--- config.mk ---
export PLATFORM = sky130hd
export DESIGN_NAME = stream_byte_pattern_search_top
export DESIGN_NICKNAME = d
export VERILOG_FILES = /design/src/design/sbps_pkg.sv /design/src/design/sbps_cfg.sv /design/src/design/sbps_core.sv /design/src/design/stream_byte_pattern_search_top.sv
export SDC_FILE = /design/constraint.sdc
export NUM_CORES = 2
export LEC_CHECK = 0
export BUFFER_PORTS_ARGS = -buffer_cell sky130_fd_sc_hd__clkbuf_2
export CORE_MARGIN = 5
export CORE_UTILIZATION = 30
export CTS_CLUSTER_DIAMETER = 30
export DETAILED_ROUTE_END_ITERATION = 10
export RECOVER_POWER = 50
export SLEW_MARGIN = 15
export SYNTH_ARGS = -nofsm -noshare
export SYNTH_HDL_FRONTEND = slang
export SYNTH_SLANG_ARGS = --single-unit
--- constraint.sdc ---
create_clock -name i_clk -period 31.2 [get_ports i_clk]
set_input_delay 4.68 -clock i_clk [delete_from_list [all_inputs] [get_ports i_clk]]
set_output_delay 4.68 -clock i_clk [all_outputs]
set_load 0.005 [all_outputs]
--- src/design/sbps_pkg.sv ---
// ----------------------------------------------------------------------------
// sbps_pkg
// Shared constants, register map and payload types of the byte pattern search.
// ----------------------------------------------------------------------------
package sbps_pkg;

    // Search geometry
    localparam int MAX_PATTERN = 32;
    localparam int OFFSET_BITS = 32;
    localparam int IDX_W       = $clog2(MAX_PATTERN);
    localparam int LEN_W       = 6;
    localparam int OUT_OFF_W   = 32;

    // Configuration port
    localparam int DATA_W   = 64;
    localparam int ADDR_W   = 6;
    localparam int PAT_REGS = (MAX_PATTERN * 8) / DATA_W;

    // Register indexes (byte address = 8 * index)
    localparam logic [2:0] REG_LEN   = 3'd0;
    localparam logic [2:0] REG_PAT0  = 3'd1;
    localparam logic [2:0] REG_PAT1  = 3'd2;
    localparam logic [2:0] REG_PAT2  = 3'd3;
    localparam logic [2:0] REG_PAT3  = 3'd4;

    // Input item
    typedef struct packed {
        logic [7:0] data_byte;
        logic       end_of_stream;
    } t_in_item;

    // Result item
    typedef struct packed {
        logic                 found;
        logic [OUT_OFF_W-1:0] match_offset;
    } t_out_item;

    // Compare setup derived from the configuration registers
    typedef struct packed {
        logic [LEN_W-1:0]                len;
        logic [MAX_PATTERN-1:0]          mask;
        logic [MAX_PATTERN-1:0][7:0]     tgt;
    } t_match_cfg;

endpackage

--- src/design/sbps_cfg.sv ---
// ----------------------------------------------------------------------------
// sbps_cfg
// APB register file and the registered compare setup: the pattern bytes
// rearranged so that target byte k lines up with the byte k positions back.
// ----------------------------------------------------------------------------
module sbps_cfg (
    input  logic                      i_clk,
    input  logic                      i_rst_n,
    input  logic                      psel,
    input  logic                      penable,
    input  logic                      pwrite,
    input  logic [sbps_pkg::ADDR_W-1:0] paddr,
    input  logic [sbps_pkg::DATA_W-1:0] pwdata,
    output logic [sbps_pkg::DATA_W-1:0] prdata,
    output logic                      pready,
    output sbps_pkg::t_match_cfg      o_match_cfg
);
    import sbps_pkg::*;

    logic [LEN_W-1:0]                 r_len;
    logic [PAT_REGS-1:0][DATA_W-1:0]  r_pat;
    t_match_cfg                       r_tgt;
    t_match_cfg                       n_tgt;
    logic [MAX_PATTERN-1:0][7:0]      pat_b;
    logic [LEN_W-1:0]                 eff_len;
    logic [2:0]                       reg_idx;
    logic                             wr_en;

    assign pready  = 1'b1;
    assign reg_idx = paddr[ADDR_W-1:3];
    assign wr_en   = psel && penable && pwrite;
    assign pat_b   = r_pat;

    // Register writes
    always_ff @(posedge i_clk) begin
        if (!i_rst_n) begin
            r_len <= LEN_W'(1);
            r_pat <= '0;
        end else if (wr_en) begin
            case (reg_idx)
                REG_LEN:  r_len    <= pwdata[LEN_W-1:0];
                REG_PAT0: r_pat[0] <= pwdata;
                REG_PAT1: r_pat[1] <= pwdata;
                REG_PAT2: r_pat[2] <= pwdata;
                REG_PAT3: r_pat[3] <= pwdata;
                default: ;
            endcase
        end
    end

    // Register reads
    always_comb begin
        case (reg_idx)
            REG_LEN:  prdata = {{(DATA_W-LEN_W){1'b0}}, r_len};
            REG_PAT0: prdata = r_pat[0];
            REG_PAT1: prdata = r_pat[1];
            REG_PAT2: prdata = r_pat[2];
            REG_PAT3: prdata = r_pat[3];
            default:  prdata = '0;
        endcase
    end

    // Effective length: zero acts as one, clipped to the window
    always_comb begin
        if (r_len == '0) begin
            eff_len = LEN_W'(1);
        end else if (r_len > LEN_W'(MAX_PATTERN)) begin
            eff_len = LEN_W'(MAX_PATTERN);
        end else begin
            eff_len = r_len;
        end
    end

    // Target byte k = pattern byte (len-1-k); newest window byte meets the last
    always_comb begin
        int j;
        j = 0;
        n_tgt.len = eff_len;
        for (int k = 0; k < MAX_PATTERN; k++) begin
            j = int'(eff_len) - 1 - k;
            n_tgt.mask[k] = (k < int'(eff_len));
            n_tgt.tgt[k]  = n_tgt.mask[k] ? pat_b[j[IDX_W-1:0]] : 8'h00;
        end
    end

    always_ff @(posedge i_clk) begin
        if (!i_rst_n) begin
            r_tgt.len  <= LEN_W'(1);
            r_tgt.mask <= MAX_PATTERN'(1);
            r_tgt.tgt  <= '0;
        end else begin
            r_tgt <= n_tgt;
        end
    end

    assign o_match_cfg = r_tgt;

    // Effective length always lies in 1..MAX_PATTERN
    a_len_range: assert property (@(posedge i_clk) disable iff (!i_rst_n)
        (r_tgt.len != '0) && (r_tgt.len <= LEN_W'(MAX_PATTERN)))
        else $error("compare length out of range");

    // Mask has exactly len bits set
    a_mask_count: assert property (@(posedge i_clk) disable iff (!i_rst_n)
        $countones(r_tgt.mask) == int'(r_tgt.len))
        else $error("compare mask does not match length");

endmodule

--- src/design/sbps_core.sv ---
// ----------------------------------------------------------------------------
// sbps_core
// Input register, sliding window with saturating byte count, parallel window
// compare and result register.
// ----------------------------------------------------------------------------
module sbps_core (
    input  logic                 i_clk,
    input  logic                 i_rst_n,
    input  sbps_pkg::t_match_cfg i_match_cfg,
    input  logic                 i_in_valid,
    output logic                 o_in_ready,
    input  sbps_pkg::t_in_item   i_in_data,
    output logic                 o_out_valid,
    input  logic                 i_out_ready,
    output sbps_pkg::t_out_item  o_out_data
);
    import sbps_pkg::*;

    logic                          r_in_valid;
    t_in_item                      r_in;
    logic [MAX_PATTERN-1:0][7:0]   r_win;
    logic [MAX_PATTERN-1:0][7:0]   n_win;
    logic [OFFSET_BITS-1:0]        r_count;
    logic [OFFSET_BITS-1:0]        n_count;
    logic [OFFSET_BITS-1:0]        cnt_inc;
    logic [OFFSET_BITS-1:0]        diff;
    logic                          r_hit;
    logic                          n_hit;
    logic                          r_out_valid;
    t_out_item                     r_out;
    t_out_item                     n_out;
    logic                          n_emit;
    logic                          advance;
    logic                          win_eq;
    logic [MAX_PATTERN-1:0]        byte_ok;

    // Flow control: the item in the input register moves when the result slot frees
    assign advance    = r_in_valid && (!r_out_valid || i_out_ready);
    assign o_in_ready = !r_in_valid || advance;

    // Input register
    always_ff @(posedge i_clk) begin
        if (!i_rst_n) begin
            r_in_valid <= 1'b0;
        end else if (o_in_ready) begin
            r_in_valid <= i_in_valid;
        end
        if (o_in_ready && i_in_valid) begin
            r_in <= i_in_data;
        end
    end

    // Shifted window and saturating count
    always_comb begin
        n_win[0] = r_in.data_byte;
        for (int k = 1; k < MAX_PATTERN; k++) begin
            n_win[k] = r_win[k-1];
        end
        cnt_inc = (r_count == '1) ? r_count : r_count + OFFSET_BITS'(1);
        diff    = cnt_inc - OFFSET_BITS'(i_match_cfg.len);
    end

    // Parallel compare of the newest len bytes
    always_comb begin
        for (int k = 0; k < MAX_PATTERN; k++) begin
            byte_ok[k] = !i_match_cfg.mask[k] || (n_win[k] == i_match_cfg.tgt[k]);
        end
        win_eq = (&byte_ok) && (cnt_inc >= OFFSET_BITS'(i_match_cfg.len));
    end

    // Per-item decision
    always_comb begin
        n_count            = r_count;
        n_hit              = r_hit;
        n_emit             = 1'b0;
        n_out.found        = 1'b0;
        n_out.match_offset = '0;
        if (r_hit) begin
            if (r_in.end_of_stream) begin
                n_count = '0;
                n_hit   = 1'b0;
            end
        end else begin
            n_count = cnt_inc;
            if (win_eq) begin
                n_emit             = 1'b1;
                n_out.found        = 1'b1;
                n_out.match_offset = OUT_OFF_W'(diff);
                n_hit              = 1'b1;
            end else if (r_in.end_of_stream) begin
                n_emit = 1'b1;
            end
            if (r_in.end_of_stream) begin
                n_count = '0;
                n_hit   = 1'b0;
            end
        end
    end

    // Stream state
    always_ff @(posedge i_clk) begin
        if (!i_rst_n) begin
            r_count <= '0;
            r_hit   <= 1'b0;
        end else if (advance) begin
            r_count <= n_count;
            r_hit   <= n_hit;
        end
        if (advance && !r_hit) begin
            r_win <= n_win;
        end
    end

    // Result register
    always_ff @(posedge i_clk) begin
        if (!i_rst_n) begin
            r_out_valid <= 1'b0;
        end else if (advance) begin
            r_out_valid <= n_emit;
        end else if (i_out_ready) begin
            r_out_valid <= 1'b0;
        end
        if (advance && n_emit) begin
            r_out <= n_out;
        end
    end

    assign o_out_valid = r_out_valid;
    assign o_out_data  = r_out;

    // A pending hit implies at least one byte was counted
    a_hit_count: assert property (@(posedge i_clk) disable iff (!i_rst_n)
        r_hit |-> (r_count != '0))
        else $error("hit flag set with empty byte count");

    // Not-found results carry a zero offset
    a_nf_offset: assert property (@(posedge i_clk) disable iff (!i_rst_n)
        (r_out_valid && !r_out.found) |-> (r_out.match_offset == '0))
        else $error("not-found result with nonzero offset");

    // Stream state holds while a result waits
    a_stall_hold: assert property (@(posedge i_clk) disable iff (!i_rst_n)
        (r_out_valid && !i_out_ready) |=> ($stable(r_count) && $stable(r_hit)))
        else $error("stream state moved during output stall");

endmodule

--- src/design/stream_byte_pattern_search_top.sv ---
// ----------------------------------------------------------------------------
// stream_byte_pattern_search_top
// Streaming byte pattern search: reports the first offset of a configured
// pattern of 1 to 32 bytes, or not-found at end of stream.
// ----------------------------------------------------------------------------
// Usage:
//   Input channel (i_in_valid / o_in_ready / i_in_data) carries one byte per
//   transfer with an end-of-stream flag. Output channel (o_out_valid /
//   i_out_ready / o_out_data) carries at most one result per stream: found
//   with the offset of the first matched byte, or not-found (offset 0) when
//   the final byte arrives without a match. Bytes after a hit are dropped.
//   Throughput is one byte per cycle while the receiver is ready, set by the
//   combinational window compare between the input register and the result
//   register. An accepted byte is held in the input register, and its result
//   in the result register that drives o_out_valid until i_out_ready takes it.
//   When the receiver stalls, the result register holds and the input
//   register absorbs one more byte; o_in_ready then drops until the result
//   transfers. Ready never depends on the input valid.
//   Reset clears the byte count, hit flag and valid flags; pattern length
//   returns to 1 and pattern bytes to 0. Registers sit at 8-byte APB spacing;
//   the user must write them only while no stream is in flight (not enforced).
// ----------------------------------------------------------------------------
module stream_byte_pattern_search_top (
    input  logic                        i_clk,
    input  logic                        i_rst_n,
    input  logic                        psel,
    input  logic                        penable,
    input  logic                        pwrite,
    input  logic [sbps_pkg::ADDR_W-1:0] paddr,
    input  logic [sbps_pkg::DATA_W-1:0] pwdata,
    output logic [sbps_pkg::DATA_W-1:0] prdata,
    output logic                        pready,
    input  logic                        i_in_valid,
    output logic                        o_in_ready,
    input  sbps_pkg::t_in_item          i_in_data,
    output logic                        o_out_valid,
    input  logic                        i_out_ready,
    output sbps_pkg::t_out_item         o_out_data
);
    import sbps_pkg::*;

    t_match_cfg match_cfg;

    // Register file and compare setup
    sbps_cfg u_cfg (
        .i_clk       (i_clk),
        .i_rst_n     (i_rst_n),
        .psel        (psel),
        .penable     (penable),
        .pwrite      (pwrite),
        .paddr       (paddr),
        .pwdata      (pwdata),
        .prdata      (prdata),
        .pready      (pready),
        .o_match_cfg (match_cfg)
    );

    // Search datapath
    sbps_core u_core (
        .i_clk       (i_clk),
        .i_rst_n     (i_rst_n),
        .i_match_cfg (match_cfg),
        .i_in_valid  (i_in_valid),
        .o_in_ready  (o_in_ready),
        .i_in_data   (i_in_data),
        .o_out_valid (o_out_valid),
        .i_out_ready (i_out_ready),
        .o_out_data  (o_out_data)
    );

endmodule

# Yosys cells after proc, flatten, opt, wreduce, memory -nomap -nowiden

Index checks and enable logic that the tools add are counted.

$add $sub $neg: 34
Order comparisons: 66
Equal/unequal tests: 38
Mux-type cells: 81
Bitwise gates (word level): 1
Reduce and logical (&&, ||, !) cells: 119

Operators by type and width:

| operator              | number |
|---|---|
| $bmux 8 s5            | 32 |
| $pmux 64 s5           | 1 |
| $eq 8x8->1            | 32 |
| $mux 8                | 32 |
| $lt 5x6->1 const B    | 32 |
| $mux 32               | 4 |
| $lt 5x6->1 const A    | 16 |
| $sub 5x5->5 const B   | 16 |
| $reduce_and 2->1      | 38 |
| $lt 4x6->1 const A    | 8 |
| $sub 5x4->5 const B   | 8 |
| $logic_not 1->1       | 35 |
| $logic_or 1x1->1      | 34 |
| $mux 33               | 1 |
| $add 32x1->32 const B | 1 |
| $eq 32x32->1 const B  | 1 |
| $ge 32x6->1           | 1 |
| $reduce_and 32->1     | 1 |
| $sub 32x6->32         | 1 |
| $lt 3x6->1 const A    | 4 |
| $sub 5x3->5 const B   | 4 |
| $lt 1x6->1 const A    | 2 |
| $lt 2x6->1 const A    | 2 |
| $mux 6                | 2 |
| 14 further kinds      | 31 |

Flip-flop bits (word level): 881
Input port bits: 86
Output and inout port bits: 100
Logic and storage cells: 417

# Longest topological paths before layout

Depth in word-level cells: 7
Mapped depth: 20
Depth with buffers taken out: 16

# By module

A second synthesis with hierarchy kept.

Cell total of the unflattened synthesis: 5550
Area total of the unflattened synthesis: 52634.2 um^2

By module, submodules not included:

| module    | times used | cells an instance | area each (um^2) |
|---|---|---|---|
| sbps_cfg  | 1          | 4423              | 37578.5 |
| sbps_core | 1          | 1127              | 15055.7 |

# Least setup slack after synthesis

OpenSTA, ideal clock, no wires.

Path type: input-to-reg
Start point: input port i_out_ready
End point: register u_core.r_out (netlist bit u_core.o_out_data[0]) (enable)
Arrival: 17.529 ns
Path slack: 13.239 ns
Stages on the path: 4
Cells stage by stage: nor2b_1 -> nand2b_1 -> nor2_1 -> a21boi_1

Word-level cells in the longest chain between the ends: 3

RTL lines:

| element              | RTL line                             | text |
|---|---|---|
| start, declared      | stream_byte_pattern_search_top.sv:37 | `input logic i_out_ready,` |
| $logic_or 1x1->1     | sbps_core.sv:38                      | `assign advance = r_in_valid && (!r_out_valid \|\| i_out_ready);` |
| $logic_and 1x1->1    | sbps_core.sv:38                      |  |
| $logic_and 1x1->1    | sbps_core.sv:123                     | `if (advance && n_emit) begin` |
| end signal, assigned | sbps_core.sv:124                     | `r_out <= n_out;` |
| end, declared        | sbps_core.sv:30                      | `t_out_item r_out;` |

Every way passes these cells.
A chain may end at the register's enable or synchronous reset.

# Worst setup path in the final report

Start point: input port i_rst_n
End point: register u_cfg.r_pat (netlist bit u_cfg.pat_b[48])

RTL lines:

| element         | RTL line                             | text |
|---|---|---|
| start, declared | stream_byte_pattern_search_top.sv:25 | `input logic i_rst_n,` |
| end, declared   | sbps_cfg.sv:21                       | `logic [PAT_REGS-1:0][DATA_W-1:0] r_pat;` |

No word-level cell between the ends.

==> metrics <==
vias=38880; drt drc=0; total grt overflow=0; final setup vio count=0; Post-synth EDFFs=290; cts hold-fix bufs=0; total routed wirelength=198.6 mm; post-DR wirelength/cell=27.33 um; Iteration-0 DRC Markers=3853; Buf+Inv Stages, Crit Path=5; Cell Chain, Critical Path=clkbuf_2 > clkbuf_1 > clkinvlp_2 > clkbuf_1 > buf_4 > a21oi_1; met2 usage=36.76%; Clk Latency, worst-skew pair=830 ps; element type at the critical path end=flip-flop; crit start category=primary input; RSZ-0062 raised after global routing=false; fin cells=7267; FFs w/ async S/R, synth=0%; Max Cap Violations=7; Layout Skew=71.71 ps; Sink Count=880; CTS Buf Count=196; Die Height=404.4 um; Die Wd=404.4 um; Routability Congestion=1.026; met1 Resource Use GR=29.97%; vias per cell=5.350; share of cells above drive strength 1=12.04%; Area Growth Syn to Fin=21.10%; Final min period=12170 ps; Hold Path Class=flip-flop to flip-flop; GR met3 Demand/Resource=5.198%; top_reg_cell synth=dfxtp_1; Final TNS setup=0 ps; critical path class=primary input to flip-flop; Worst-path clk slew=50 ps; Post-synth top cells=mux2i_1 (1078), nand2_1 (1056), dfxtp_1 (590); Final ANT Viol Nets=0; failing checks=max-capacitance violations, max-slew violations; Final Hold Viols=0; CP Data Arrival Time=12870 ps; reg2reg setup slack=23940 ps; port buffer count=181; required time of the critical path=31910 ps; crit share post-route=39.00%; Max FO, Critical Path=72; Mapped Area=0.04666 mm2; Fmax=82.19 MHz; Clock Path Buffers=3; Mean Syn Cell Area=9.496 um2; sequential-to-total area share from yosys stat=43.97%; Pre-antenna DRT Iters=6; net count after synthesis=5023; Worst VDD drop=0.05364 mV; Leak=20.16 nW; Slew HR=-119.0%; Rows=144; antenna violations before repair=11; status=finished with violations; Crit path top cell by count=clkbuf_1; Synth cell types=78; vias in the first global route=36920; CP delay by family, top=buffers and inverters; core area=0.1544 mm2; Mapped Cells=4914; Synth area leader=dfxtp_1; # H-tree levels=4; dominant cells by area after synthesis=dfxtp_1 (25%), mux2i_1 (23%), edfxtp_1 (19%); total track usage=23.47%; CTS resizes=0; die area=0.1635 mm2; top-count cell post-synth=mux2i_1; # IOs=186; pwr dens=60.88 mW/mm2; initial core utilization=30.22%; CTS tree=done; placed instance count=6889; nets@finish=5153; Slew Viols, Final=283; YS warnings=0; post-synth top area share=25.31%; Crit path largest cell delay=3510 ps; worst-margin pin slew=3285 ps; CP max-delay cell=clkinvlp_2; #FFs+latches synth=880; largest net degree at the start of global routing=156; Post-CTS Setup Inserts=0; GRT busiest layer=met2; first-pass GRT wire length=274.6 mm; DP HPWL=153.3 mm; Clock Tree Root=clkbuf_16
-- flip-flops by register name (all words and copies together), names as in the netlist --
register            flops
u_cfg.pat_b           256
u_cfg.o_match_cfg     293
u_core.r_in             1
u_cfg.r_len             6
u_core.n_win          256
u_core.o_out_valid      1
u_core.r_hit            1
u_core.o_out_data      33
u_core.r_in_valid       1
u_core.r_count         32
-- layout by cell type (no fill, tap or decap), drive strengths merged, types with 25 or more instances in the layout --
cell         n
a22oi      137
nor3        36
nand4       92
clkinvlp    29
edfxtp     290
nor4        25
nand2     1056
buf         62
clkbuf     427
nor2       128
o21ai       75
inv         72
xnor2      317
clkinv      63
a21oi      511
dfxtp      590
mux2i     1078
-- layer usage --
layer | vias to the layer above | wire, um | share of wire, %
met2 | 1729 | 88270 | 44
met1 | 19080 | 81540 | 41
li1 | 17700 | - | -
met5 | - | 30 | 0.015
met3 | 373 | 15850 | 8.0
met4 | 4 | 12910 | 6.5
-- area by class of cell --
cell class,count,area [um2]
multi-input cells,3664,24940
repair buffers,248,1383
clock inverters,128,1514
clock buffers,241,5360
well taps,2044,2557
diodes,8,20.02
flip-flops and latches,880,20520
fillers,15350,97900
inverters,54,216.5
-- worst register-to-register path: stages, from the launching register on --
cell	delay (ps)
dfxtp_1	460
ha_1	270
nand4_1	280
nor4_1	1020
nand3_1	750
xnor2_1	390
ha_1	220
inv_1	50
fa_1	400
a21o_1	190
a21oi_1	250
o21bai_1	110
a21o_1	260
nor4_2	570
nand2_1	410
o41ai_4	430
buf_4	410
a21boi_4	260
buf_16	220
-- report_power, final --
part	switching, mW	internal, mW
logic	0.0842	0.0391
clock network	0.709	1.38
registers	0.0182	1.21
total	0.812	2.63
-- worst paths after layout --
path,start,to,cells past startpoint
max reg2reg,u_core.r_count[0],u_core.o_out_data[31],18
min reg2reg,u_core.n_win[136],u_core.n_win[144],0
max,i_rst_n,u_cfg.pat_b[48],6
min,u_core.n_win[136],u_core.n_win[144],0
-- cell families after synthesis --
group	synth area share, %
other cells	0.008036
mux	23.29
flops	43.97
buf+inv	3.134
xor+xnor	6.247
simple gates	12.92
fa+ha+maj	0.6328
compound gates	9.792
-- through the flow --
stage	cell area, um2	utilization (%)	worst slack, ps	hold WS [ps]	power (mW)
after global placement	49600	32.12	19540	454.7	1.366
final	56510	36.60	19030	444.2	3.440
after floorplan	46660	-	13240	448.7	1.319
after CTS	56470	36.57	19450	442.1	3.459
after global routing	56500	36.59	18730	464.3	3.531
after detailed placement	49600	32.12	19490	455.6	1.367
(Power assumes the default switching activity.)
